$ cat src/rtl/xmpcu_pkg.sv
// Package for the pattern cell unpacker: cell record type, phase codes,
// limits and small decode helpers. Depends on nothing.
`default_nettype none

package xmpcu_pkg;

   localparam int MAX_CHANNELS = 32;
   localparam int MAX_ROWS     = 256;
   localparam int CH_LIMIT     = (MAX_CHANNELS < 32) ? MAX_CHANNELS : 32;

   localparam logic [3:0] HDR_ROWS_LO = 4'd5;
   localparam logic [3:0] HDR_ROWS_HI = 4'd6;
   localparam logic [3:0] HDR_LAST    = 4'd8;

   localparam logic       CSR_CHANNEL_COUNT = 1'b0;
   localparam logic [5:0] CHANNEL_COUNT_RESET = 6'd4;

   localparam logic [4:0] NOTE_FOLLOWS_MASK = 5'b11110;

   typedef enum logic [2:0] {
      PH_HEADER = 3'b001,
      PH_LEAD   = 3'b010,
      PH_FIELD  = 3'b100
   } phase_type;

   typedef struct packed {
      logic [7:0] note;
      logic [7:0] instrument;
      logic [7:0] volume;
      logic [7:0] effect;
      logic [7:0] effect_param;
      logic [4:0] channel_index;
      logic [7:0] row_index;
      logic       row_end;
      logic       pattern_end;
   } cell_type;

   function automatic logic [2:0] lowest_set(input logic [4:0] m);
      logic [2:0] r;
      r = 3'd0;
      for (int i = 4; i >= 0; i--) begin
         if (m[i]) r = 3'(i);
      end
      return r;
   endfunction

   // index of the last active channel
   function automatic logic [4:0] last_channel(input logic [5:0] cc);
      logic [6:0] c;
      c = {1'b0, cc};
      if (c == 7'd0) c = 7'd1;
      if (c > 7'(CH_LIMIT)) c = 7'(CH_LIMIT);
      return 5'(c - 7'd1);
   endfunction

endpackage

`default_nettype wire

$ cat src/rtl/xm_pattern_cell_unpacker_top.sv
// Pattern cell unpacker top level: byte stream in, cell records out.
// Depends on xmpcu_pkg, xmpcu_csr, xmpcu_parser, xmpcu_out_reg.
//
// Usage:
//   req_* : one pattern byte per transfer (tdata[7:0] = data_byte).
//   rsp_* : one cell per transfer; tlast marks the final cell of a pattern,
//           tuser[0] marks the last channel of a row.
//   csr_* : APB-style port; channel_count at address 0, pready always high.
// Each pattern starts with a 9-byte header holding the row count at bytes
// 5..6; then rows x channels cells follow.
// Latency: a cell appears on rsp_* in the cycle after its last byte transfer.
// Throughput: one byte per cycle, set by the single result register; the
// input is taken while a held cell is being transferred out.
// Stall: when rsp_tready is low and a cell is held, req_tready drops.
// Reset: synchronous; parser returns to header phase, result register
// empties, channel_count returns to 4.
`default_nettype none

module xm_pattern_cell_unpacker_top
   import xmpcu_pkg::*;
(
   input  wire logic        clock,
   input  wire logic        reset,
   input  wire logic        req_tvalid,
   output logic             req_tready,
   input  wire logic [7:0]  req_tdata,   // [7:0] data_byte
   output logic             rsp_tvalid,
   input  wire logic        rsp_tready,
   // [7:0] note, [15:8] instrument, [23:16] volume, [31:24] effect,
   // [39:32] effect_param, [44:40] channel_index, [52:45] row_index, zero fill
   output logic      [55:0] rsp_tdata,
   output logic      [0:0]  rsp_tuser,   // [0] row_end
   output logic             rsp_tlast,   // pattern_end
   input  wire logic        csr_psel,
   input  wire logic        csr_penable,
   input  wire logic        csr_pwrite,
   input  wire logic [2:0]  csr_paddr,
   input  wire logic [31:0] csr_pwdata,
   output logic      [31:0] csr_prdata,
   output logic             csr_pready
);

   logic     [5:0] channel_count;
   logic           byte_accept;
   logic           cell_valid;
   logic           out_free;
   cell_type       cell_new;
   cell_type       cell_held;

   xmpcu_csr u_csr (
      .clock         (clock),
      .reset         (reset),
      .csr_psel      (csr_psel),
      .csr_penable   (csr_penable),
      .csr_pwrite    (csr_pwrite),
      .csr_paddr     (csr_paddr),
      .csr_pwdata    (csr_pwdata),
      .csr_prdata    (csr_prdata),
      .csr_pready    (csr_pready),
      .channel_count (channel_count)
   );

   assign req_tready  = out_free;
   assign byte_accept = req_tvalid && out_free;

   xmpcu_parser u_parser (
      .clock         (clock),
      .reset         (reset),
      .byte_accept   (byte_accept),
      .data_byte     (req_tdata),
      .channel_count (channel_count),
      .cell_valid    (cell_valid),
      .cell_rec      (cell_new)
   );

   xmpcu_out_reg u_out (
      .clock    (clock),
      .reset    (reset),
      .load     (cell_valid),
      .cell_in  (cell_new),
      .take     (rsp_tready),
      .valid    (rsp_tvalid),
      .free     (out_free),
      .cell_out (cell_held)
   );

   assign rsp_tdata = {3'd0, cell_held.row_index, cell_held.channel_index,
                       cell_held.effect_param, cell_held.effect, cell_held.volume,
                       cell_held.instrument, cell_held.note};
   assign rsp_tuser = cell_held.row_end;
   assign rsp_tlast = cell_held.pattern_end;

endmodule

`default_nettype wire

$ cat src/rtl/xmpcu_csr.sv
// APB-style register file holding the channel count.
// Depends on xmpcu_pkg.
`default_nettype none

module xmpcu_csr
   import xmpcu_pkg::*;
(
   input  wire logic        clock,
   input  wire logic        reset,
   input  wire logic        csr_psel,
   input  wire logic        csr_penable,
   input  wire logic        csr_pwrite,
   input  wire logic [2:0]  csr_paddr,
   input  wire logic [31:0] csr_pwdata,
   output logic      [31:0] csr_prdata,
   output logic             csr_pready,
   output logic      [5:0]  channel_count
);

   logic [5:0] channel_count_ff;
   logic [5:0] channel_count_in;
   logic       sel_cc;

   assign sel_cc = (csr_paddr[2] == CSR_CHANNEL_COUNT);

   always_comb begin
      channel_count_in = channel_count_ff;
      if (csr_psel && csr_penable && csr_pwrite && sel_cc)
         channel_count_in = csr_pwdata[5:0];
   end

   always_ff @(posedge clock) begin
      if (reset) channel_count_ff <= CHANNEL_COUNT_RESET;
      else       channel_count_ff <= channel_count_in;
   end

   assign csr_pready    = 1'b1;
   assign csr_prdata    = sel_cc ? {26'd0, channel_count_ff} : 32'd0;
   assign channel_count = channel_count_ff;

   logic unused_addr;
   assign unused_addr = ^{csr_paddr[1:0], csr_pwdata[31:6]};

endmodule

`default_nettype wire

$ cat src/rtl/xmpcu_parser.sv
// Header parser and cell assembler: one byte per transfer, emits a cell
// record when a cell completes. Depends on xmpcu_pkg.
`default_nettype none

module xmpcu_parser
   import xmpcu_pkg::*;
(
   input  wire logic       clock,
   input  wire logic       reset,
   input  wire logic       byte_accept,
   input  wire logic [7:0] data_byte,
   input  wire logic [5:0] channel_count,
   output logic            cell_valid,
   output cell_type        cell_rec
);

   phase_type  phase_ff, phase_in;
   logic [3:0] header_count_ff, header_count_in;
   logic [15:0] rows_total_ff, rows_total_in;
   logic [4:0] field_mask_ff, field_mask_in;
   logic [2:0] field_position_ff, field_position_in;
   logic [7:0] cell_bytes_ff [5];
   logic [7:0] cell_bytes_in [5];
   logic [4:0] channel_counter_ff, channel_counter_in;
   logic [7:0] row_counter_ff, row_counter_in;

   logic       do_emit;
   logic       rend;
   logic       pend;
   logic [4:0] last_ch;
   logic [4:0] mask_left;

   always_comb begin
      phase_in           = phase_ff;
      header_count_in    = header_count_ff;
      rows_total_in      = rows_total_ff;
      field_mask_in      = field_mask_ff;
      field_position_in  = field_position_ff;
      channel_counter_in = channel_counter_ff;
      row_counter_in     = row_counter_ff;
      for (int i = 0; i < 5; i++) cell_bytes_in[i] = cell_bytes_ff[i];
      do_emit   = 1'b0;
      mask_left = field_mask_ff;

      unique case (phase_ff)
         PH_LEAD: begin
            for (int i = 0; i < 5; i++) cell_bytes_in[i] = 8'd0;
            if (data_byte[7]) begin
               field_mask_in = data_byte[4:0];
               if (data_byte[4:0] == 5'd0) do_emit = 1'b1;
            end else begin
               cell_bytes_in[0] = data_byte;
               field_mask_in    = NOTE_FOLLOWS_MASK;
            end
            if (!do_emit) begin
               field_position_in = lowest_set(field_mask_in);
               phase_in          = PH_FIELD;
            end
         end
         PH_FIELD: begin
            for (int i = 0; i < 5; i++) begin
               if (3'(i) == field_position_ff) begin
                  cell_bytes_in[i] = data_byte;
                  mask_left[i]     = 1'b0;
               end
            end
            field_mask_in = mask_left;
            if (mask_left == 5'd0) do_emit = 1'b1;
            else field_position_in = lowest_set(mask_left);
         end
         default: begin
            phase_in = PH_HEADER;
            if (header_count_ff == HDR_ROWS_LO)
               rows_total_in = {rows_total_ff[15:8], data_byte};
            else if (header_count_ff == HDR_ROWS_HI)
               rows_total_in = {data_byte, rows_total_ff[7:0]};
            if (header_count_ff >= HDR_LAST) begin
               header_count_in    = 4'd0;
               channel_counter_in = 5'd0;
               row_counter_in     = 8'd0;
               field_mask_in      = 5'd0;
               field_position_in  = 3'd0;
               if (rows_total_in != 16'd0 && {1'b0, rows_total_in} <= 17'(MAX_ROWS))
                  phase_in = PH_LEAD;
            end else begin
               header_count_in = header_count_ff + 4'd1;
            end
         end
      endcase

      last_ch = last_channel(channel_count);
      rend    = (channel_counter_ff >= last_ch);
      pend    = rend && ({8'd0, ({1'b0, row_counter_ff} + 9'd1)} >= {1'b0, rows_total_ff});

      if (do_emit) begin
         field_mask_in     = 5'd0;
         field_position_in = 3'd0;
         if (pend) begin
            phase_in           = PH_HEADER;
            header_count_in    = 4'd0;
            channel_counter_in = 5'd0;
            row_counter_in     = 8'd0;
         end else begin
            phase_in = PH_LEAD;
            if (rend) begin
               channel_counter_in = 5'd0;
               row_counter_in     = row_counter_ff + 8'd1;
            end else begin
               channel_counter_in = channel_counter_ff + 5'd1;
            end
         end
      end
   end

   always_comb begin
      cell_rec.note          = cell_bytes_in[0];
      cell_rec.instrument    = cell_bytes_in[1];
      cell_rec.volume        = cell_bytes_in[2];
      cell_rec.effect        = cell_bytes_in[3];
      cell_rec.effect_param  = cell_bytes_in[4];
      cell_rec.channel_index = channel_counter_ff;
      cell_rec.row_index     = row_counter_ff;
      cell_rec.row_end       = rend;
      cell_rec.pattern_end   = pend;
   end

   assign cell_valid = byte_accept && do_emit;

   always_ff @(posedge clock) begin
      if (reset) begin
         phase_ff           <= PH_HEADER;
         header_count_ff    <= 4'd0;
         rows_total_ff      <= 16'd0;
         field_mask_ff      <= 5'd0;
         field_position_ff  <= 3'd0;
         channel_counter_ff <= 5'd0;
         row_counter_ff     <= 8'd0;
      end else if (byte_accept) begin
         phase_ff           <= phase_in;
         header_count_ff    <= header_count_in;
         rows_total_ff      <= rows_total_in;
         field_mask_ff      <= field_mask_in;
         field_position_ff  <= field_position_in;
         channel_counter_ff <= channel_counter_in;
         row_counter_ff     <= row_counter_in;
      end
   end

   always_ff @(posedge clock) begin
      if (reset) begin
         for (int i = 0; i < 5; i++) cell_bytes_ff[i] <= 8'd0;
      end else if (byte_accept) begin
         for (int i = 0; i < 5; i++) cell_bytes_ff[i] <= cell_bytes_in[i];
      end
   end

endmodule

`default_nettype wire

$ cat src/rtl/xmpcu_out_reg.sv
// Result register for one cell record with valid/ready handshake.
// Depends on xmpcu_pkg.
`default_nettype none

module xmpcu_out_reg
   import xmpcu_pkg::*;
(
   input  wire logic     clock,
   input  wire logic     reset,
   input  wire logic     load,
   input  wire cell_type cell_in,
   input  wire logic     take,
   output logic          valid,
   output logic          free,
   output cell_type      cell_out
);

   logic     valid_ff, valid_in;
   cell_type cell_ff;

   assign free = !valid_ff || take;

   always_comb begin
      valid_in = valid_ff;
      if (take) valid_in = 1'b0;
      if (load) valid_in = 1'b1;
   end

   always_ff @(posedge clock) begin
      if (reset) valid_ff <= 1'b0;
      else       valid_ff <= valid_in;
   end

   always_ff @(posedge clock) begin
      if (load) cell_ff <= cell_in;
   end

   assign valid    = valid_ff;
   assign cell_out = cell_ff;

endmodule

`default_nettype wire
$ cat config.mk
export PLATFORM = sky130hd
export DESIGN_NAME = xm_pattern_cell_unpacker_top
export DESIGN_NICKNAME = d
export VERILOG_FILES = /design/src/rtl/xmpcu_pkg.sv /design/src/rtl/xm_pattern_cell_unpacker_top.sv /design/src/rtl/xmpcu_csr.sv /design/src/rtl/xmpcu_parser.sv /design/src/rtl/xmpcu_out_reg.sv
export SDC_FILE = /design/constraint.sdc
export NUM_CORES = 1
export LEC_CHECK = 0
export BUFFER_PORTS_ARGS = -buffer_cell sky130_fd_sc_hd__buf_2
export CAP_MARGIN = 20
export CORE_ASPECT_RATIO = 1.25
export CORE_UTILIZATION = 55
export CTS_CLUSTER_SIZE = 24
export DETAILED_ROUTE_END_ITERATION = 12
export GPL_ROUTABILITY_DRIVEN = 0
export GPL_TIMING_DRIVEN = 0
export HOLD_SLACK_MARGIN = 0.08
export PLACE_DENSITY = 0.81
export SLEW_MARGIN = 5
export SYNTH_ARGS = -nofsm -noshare
export SYNTH_HDL_FRONTEND = slang
export SYNTH_SLANG_ARGS = --single-unit
$ cat constraint.sdc
create_clock -name clock -period 4 [get_ports clock]
set_input_delay 1 -clock clock [delete_from_list [all_inputs] [get_ports clock]]
set_output_delay 1 -clock clock [all_outputs]
set_load 0.01 [all_outputs]
==> results of run 1 <==
==> final timing paths <==
path / cells after the start / slack (ns) / endpoint
setup / recovery: 15 / 0.36 / u_parser.row_counter_ff[5]$_SDFFE_PP0P_
hold / removal: 2 / 0.49 / u_parser.rows_total_ff[2]$_SDFFE_PP0P_
setup reg to reg: 15 / 0.36 / u_parser.row_counter_ff[5]$_SDFFE_PP0P_
hold reg to reg: 2 / 0.49 / u_parser.rows_total_ff[2]$_SDFFE_PP0P_
==> final cells by class <==
class                      count  area (µm²)
fill                         945        3940
sequential                   146        3870
multi-input combinational    424        2790
timing repair buffer          81         435
clock buffer                  17         425
buffer                        63         360
tap                          164         205
clock inverter                15         169
inverter                      20        75.1
==> sequential cells by signal, summed over array words and instances, names as in the netlist <==
name	cells
u_parser.field_mask_ff	5
u_parser.channel_counter_ff	5
u_csr.channel_count	6
u_parser.field_position_ff	3
u_parser.header_count_ff	4
u_parser.rows_total_ff	16
u_parser.row_counter_ff	8
u_out.valid	1
u_parser.phase_ff	3
u_out.cell_out	55
u_parser.cell_bytes_ff	40
==> power breakdown <==
group | internal [µW] | switching, µW | total, µW
logic | 80.9 | 117 | 198
registers | 1630 | 14.9 | 1650
clock network | 935 | 658 | 1590
==> stage by stage <==
stage                     cell area (µm²)  instances  total power (µW)
after floorplan                      7090        653              1820
after global placement               7690        896              1860
after detailed placement             7740        898              1870
after CTS                            8330        930              3450
after global routing                 8330        930              3530
final                                8330        930              3440
==> logic make-up after synthesis <==
logic type | count (synthesis) | share of synthesized area (%)
compound gates | 146 | 15.1
xor+xnor | 6 | 0.752
fa+ha+maj | 21 | 3.76
buf+inv | 83 | 6.21
flops | 146 | 55.4
mux | 17 | 2.49
other cells | 2 | 0.107
simple gates | 204 | 16.1
==> routing by layer <==
metal / vias up / share of wire [%] / GRT usage, %
li1: 2507 / - / -
met1: 2508 / 40 / 29.1
met2: 215 / 50 / 41.4
met3: 48 / 5.6 / 5.02
met4: 0 / 3.6 / 13.6
met5: - / 0 / 0
==> layout by cell type (no fill, tap or decap), types with 8 or more instances in the layout <==
cell       netlist  layout
mux2i_1         14      14
nor2b_1         49      49
nand3_1         15      15
clkbuf_16        0      17
a21oi_1         31      31
ha_1            21      21
a22o_1          40      40
edfxtp_1        95      95
nor2_1          36      36
nor3_1          10      10
conb_1           2      30
and3_1          11      11
buf_2            2      81
dfxtp_1         51      51
nand2b_1        12      11
clkbuf_1        29      28
nand2_1         31      31
o21ai_0         20      20
inv_1           20      20
a211oi_1         8       8
buf_4           30      30
==> what timing repair did <==
item                       in CTS  in global routing
setup endpoints to repair       0                  1
gates resized for setup         0                  2
hold buffers                    0                  0
==> critical path: cells and delay by family, from the launching register on <==
kind,cells,cell delay [ns]
buffers and inverters,3,0.97
adder cells (fa/ha/maj),2,0.52
flip-flops,1,0.43
AND/OR/NAND/NOR,2,0.17
AO/OA/AOI/OAI,8,1.45
==> out/qor.txt, run 1 <==
Total half-perimeter wirelength after legalization and detailed placement: 10.6 mm
Leakage component of the power: 0.00329 µW
YS warnings: 0
DRT antenna net count: 0
Clock root buffer: clkbuf_16
Endpoint kind of the worst setup timing path: flop
Final period utilization: 90.9%
Post-synthesis register bit count: 146
Clock-pin slew reported for the worst setup and hold paths after clock tree synthesis: 0.06 ns
Minimum hold slack: 0.487 ns
Via count of the first global-routing pass: 4946
Total of max-cap violations: 0
Total congestion overflow: 0
Boundary pin count: 143
Cell at the slowest stage of the critical path: dfxtp_1
Leading cell types by count after synthesis: 95 x edfxtp_1, 51 x dfxtp_1, 49 x nor2b_1, 40 x a22o_1, 36 x nor2_1
Rows: 45
Status: complete, no violations
Startpoint of the most critical register-to-register path: u_csr.channel_count[2]$_SDFFE_PP1P_
Most area-hungry cell type in the Yosys netlist: edfxtp_1
Slew Limit Headroom: 39.7%
CTS HTree Levels: 4
Port Buffer Count: 79
Via total after detailed routing: 5278
Number of unique standard cell types used by synthesis: 66
Setup TNS: 0 ns
Number of buffers inserted by post-CTS setup repair: 0
Least-Margin Pin Slew: 0.902 ns
DRC viols: 0
Worst-skew pair later-pin latency: 0.43 ns
Highest ir drop seen on vdd: 0.372 mV
Area fraction of the dominant cell type after synthesis: 40.8%
Slowest Stage Delay on Critical Path: 0.43 ns
Dominant cell by count in the synthesized netlist: edfxtp_1
Global Route Usage Sum: 24.6%
Average cell area after synthesis: 11.2 µm²
Wire length of the first global-routing pass: 24.5 mm
Final Core Density: 67.9%
Die X: 103 µm
Power per cell area: 413 nW/µm²
Finish-stage setup viols: 0
Setup WS pre-CTS: 0.160 ns
CP Class: reg -> reg
Chain of cells forming the critical path: nor4_1 > o21bai_1 > ha_1 > nand3_1 > o21a_1 > o22ai_1 > ha_1 > a21oi_1 > o21a_1 > clkbuf_1 > inv_1 > o211ai_1 > clkbuf_2 > o311ai_0 > a21oi_1
Maximum number of pins on one net before global-route repair: 36
Sequential area share after synthesis: 55.4%
Number of pins exceeding their max-slew limit in the final report: 0
# nets final: 824
Worst-case clock skew: 0.00947 ns
Hold path startpoint: u_parser.rows_total_ff[2]$_SDFFE_PP0P_
Die Area: 13200 µm²
Crit path DAT: 3.98 ns
CP Max Fanout: 10
Combined area of all synthesized cells: 6990 µm²
Number of antenna violations at the first check in global routing: 0
Die Y: 128 µm
Number of antenna diodes: 0
HP Class: reg -> reg
Clock sink count: 146
Number of endpoints with negative hold slack in the final report: 0
Number of flops mapped to enable cells by yosys: 95
Drt wl/cell: 16.7 µm
Cells after synthesis: 625
TritonRoute pass-1 iters: 5
Clock tree from TritonCTS: yes
Drt initial violations: 291
Initial Utilization: 56.9%
Async S/R FF share, synth: 0%
Number of vias per cell: 5.68
Top FF cell, synth: edfxtp_1
Type of origin of the critical path: flop
Final WS setup: 0.364 ns
Area growth syn-to-layout: 19.2%
Total CTS buffers: 17
Setup repair after global routing missed its margin: false
DRT Wirelength: 15.6 mm
Maximum buffer depth of the clock tree: 2
Data required time at the worst endpoint: 4.34 ns
Core Footprint: 12300 µm²
Crit. Startpoint: u_csr.channel_count[2]$_SDFFE_PP1P_
Area contributors post-synth: edfxtp_1 41%, dfxtp_1 15%, a22o_1 5.0%, nor2b_1 4.4%, ha_1 3.8%
Max Freq: 275 MHz
Min Tclk post-route: 3.64 ns
Ratio of cells with drive above 1 in the final layout: 20.8%
(Power assumes the default switching activity.)
==> run 2, diff against run 1 <==
--- a/config.mk
+++ b/config.mk
@@ -8,13 +8,13 @@
 export BUFFER_PORTS_ARGS = -buffer_cell sky130_fd_sc_hd__buf_2
 export CAP_MARGIN = 20
 export CORE_ASPECT_RATIO = 1.25
-export CORE_UTILIZATION = 55
+export CORE_UTILIZATION = 45
 export CTS_CLUSTER_SIZE = 24
 export DETAILED_ROUTE_END_ITERATION = 12
 export GPL_ROUTABILITY_DRIVEN = 0
 export GPL_TIMING_DRIVEN = 0
 export HOLD_SLACK_MARGIN = 0.08
-export PLACE_DENSITY = 0.81
+export PLACE_DENSITY = 0.69
 export SLEW_MARGIN = 5
 export SYNTH_ARGS = -nofsm -noshare
 export SYNTH_HDL_FRONTEND = slang
==> out/qor.txt, run 2 (synthesis results as in run 1) <==
Clock-pin slew reported for the worst setup and hold paths after clock tree synthesis: 0.06 ns (about the same)
Via total after detailed routing: 5217 (-1.2%)
Combinational share of power: 6.1% (+0.3 points)
CP Class: reg -> reg
Max Freq: 274 MHz (-0.27%)
Largest register FFs: 55 (unchanged)
Total of max-cap violations: 0 (unchanged)
Min Tclk post-route: 3.65 ns (+0.00997 ns)
Power per cell area: 384 nW/µm² (-7.0%)
Highest ir drop seen on vdd: 0.188 mV (-49%)
Final Core Density: 55.2% (-13 points)
Die X: 113 µm (+10%)
Commonest non-fill, non-tap cell in the layout: edfxtp_1
Placement Cell Area: 7830 µm² (+1.2%)
Drt wl/cell: 16.0 µm (-4.1%)
Slowest Stage Delay on Critical Path: 0.44 ns (about the same)
Final period utilization: 91.1% (+0.25 points)
Endpoint kind of the worst setup timing path: flop
Fin cells: 975 (+4.8%)
Wire length of the first global-routing pass: 25.5 mm (+3.9%)
Clock sink count: 146 (unchanged)
Number of antenna diodes: 0 (unchanged)
Internal Dissipation: 2500 µW (-5.6%)
Number of cells in the design after placement: 943 (+5.0%)
Leakage component of the power: 0.00326 µW (-1.0%)
Proportion of total power due to net switching: 21.7% (-1.2 points)
Total half-perimeter wirelength after legalization and detailed placement: 11.0 mm (+3.8%)
Cell at the slowest stage of the critical path: clkbuf_1
TritonRoute pass-1 iters: 5 (unchanged)
Commonest cells after routing, fill and taps aside: 95 x edfxtp_1, 81 x buf_2, 51 x dfxtp_1
Total CTS buffers: 17 (unchanged)
Die Area: 16000 µm² (+22%)
Area growth syn-to-layout: 19.1%
Area occupied by multi-input gates: 2790 µm² (unchanged)
DRT Wirelength: 15.6 mm (+0.49%)
Design Area, Final: 8320 µm² (-0.12%)
Grt met1 use: 25.1% (-4.0 points)
Crit path DAT: 3.99 ns (about the same)
Least-Margin Pin Slew: 0.825 ns (-0.0768 ns)
# nets final: 825 (+0.12%)
Maximum number of pins on one net before global-route repair: 29 (-19%)
Setup repair after global routing missed its margin: false
Minimum hold slack: 0.490 ns (+0.00271 ns)
Clock tree from TritonCTS: yes
Met2 track demand over resource: 34.7% (-6.7 points)
DRC viols: 0 (unchanged)
Sequential cell area: 3870 µm² (unchanged)
Most Crowded Layer GR: met2
Finish-stage setup viols: 0 (unchanged)
Port Buffer Count: 79 (unchanged)
Initial Utilization: 46.3% (-11 points)
Worst-case clock skew: 0.00663 ns (-0.00284 ns)
Global Route Usage Sum: 20.5% (-4.1 points)
Clock network power share: 42.3% (-4.0 points)
Number of endpoints with negative hold slack in the final report: 0 (unchanged)
Number of buffers inserted by post-CTS setup repair: 0 (unchanged)
Number of vias per cell: 5.35 (-5.7%)
Number of antenna violations at the first check in global routing: 1 (+1)
Drt initial violations: 423 (+45%)
Clock root buffer: clkbuf_16
DRT antenna net count: 0 (unchanged)
Boundary pin count: 143 (unchanged)
HP Class: reg -> reg
Total congestion overflow: 0 (unchanged)
Via count of the first global-routing pass: 5009 (+1.3%)
Number of pins exceeding their max-slew limit in the final report: 0 (unchanged)
Family of cells with the greatest summed delay on the critical path: compound AO/OA/AOI/OAI gates
Chain of cells forming the critical path: nor4_1 > o21bai_1 > ha_1 > xnor2_1 > ha_1 > a21o_1 > a31oi_1 > o21a_1 > clkbuf_1 > inv_1 > o211ai_1 > clkbuf_1 > o311ai_0 > a21oi_1
CP Max Fanout: 10 (unchanged)
Data required time at the worst endpoint: 4.35 ns (about the same)
Die Y: 141 µm (+10%)
Core Footprint: 15100 µm² (+23%)
Switching power: 694 µW (-12%)
Met3 usage: 4.78% (-0.23 points)
Sequential Power Share: 51.6% (+3.7 points)
Worst-skew pair later-pin latency: 0.42 ns (about the same)
Setup WS pre-CTS: 0.313 ns (+0.153 ns)
Type of origin of the critical path: flop
CTS HTree Levels: 4 (unchanged)
Final WS setup: 0.354 ns (-0.00997 ns)
Maximum buffer depth of the clock tree: 2 (unchanged)
Rows: 50 (+11%)
Status: complete, no violations
Slew Limit Headroom: 44.4% (+4.7 points)
Hold-fix buffer count after cts: 0 (unchanged)
Number of cells upsized or downsized after cts: 0 (unchanged)
Buffers plus inverters on the worst setup path: 3 (unchanged)
Number of inserted filler cells in the final layout: 1302 (+38%)
Ratio of cells with drive above 1 in the final layout: 19.7% (-1.1 points)
-- run 2: cell types whose count changed in the layout (fill, tap and decap cells not counted), sizes merged --
cell	previous run	this run
clkinv	2	5
inv	28	20
buf	115	116
bufinv	2	0
clkbuf	46	54
clkinvlp	3	2
-- run 2: metrics by stage --
| stage | setup TNS (ns) | total power, µW |
|---|---|---|
| 2_1_floorplan | 0 | 1820 |
| 3_3_place_gp | -15.84 | 1870 |
| 3_5_place_dp | 0 | 1870 |
| 4_1_cts | 0 | 3220 |
| 5_1_grt | 0 | 3310 |
| 6_report | 0 | 3200 |
-- run 2: worst paths after layout --
kind | from | to | slack [ns] | cells past startpoint
hold / removal | u_parser.rows_total_ff[6]$_SDFFE_PP0P_ | u_parser.rows_total_ff[6]$_SDFFE_PP0P_ | 0.49 | 2
hold reg to reg | u_parser.rows_total_ff[6]$_SDFFE_PP0P_ | u_parser.rows_total_ff[6]$_SDFFE_PP0P_ | 0.49 | 2
setup / recovery | u_csr.channel_count[1]$_SDFFE_PP0P_ | u_parser.row_counter_ff[5]$_SDFFE_PP0P_ | 0.35 | 14
setup reg to reg | u_csr.channel_count[1]$_SDFFE_PP0P_ | u_parser.row_counter_ff[5]$_SDFFE_PP0P_ | 0.35 | 14
-- run 2: cell type report --
type                    count  share of cell area, %
plain buffers              63                   4.32
clock buffers              25                   5.47
clock inverters             7                  0.481
inverters                  20                  0.902
multi-input cells         424                   33.5
flip-flops and latches    146                   46.5
well taps                 208                   3.13
repair buffers             82                   5.65
-- run 2: power by group through the flow --
stage / clock (µW) / combinational [µW] / sequential, µW
CTS: 1380 / 194 / 1650
global route: 1440 / 215 / 1650
detailed placement: 0 / 193 / 1680
floorplan: 0 / 140 / 1680
finish: 1350 / 195 / 1650
global placement: 0 / 185 / 1680
-- run 2: routing by layer --
| layer | wire (µm) | up-vias |
|---|---|---|
| li1 | - | 2507 |
| met1 | 6750 | 2533 |
| met2 | 7940 | 154 |
| met3 | 659 | 23 |
| met4 | 303 | 0 |
| met5 | 0 | - |
-- run 2: worst min-delay path: stages (launching register included) --
cell and delay, ns:
dfxtp_1 0.32, nand2_1 0.06, a21oi_1 0.06
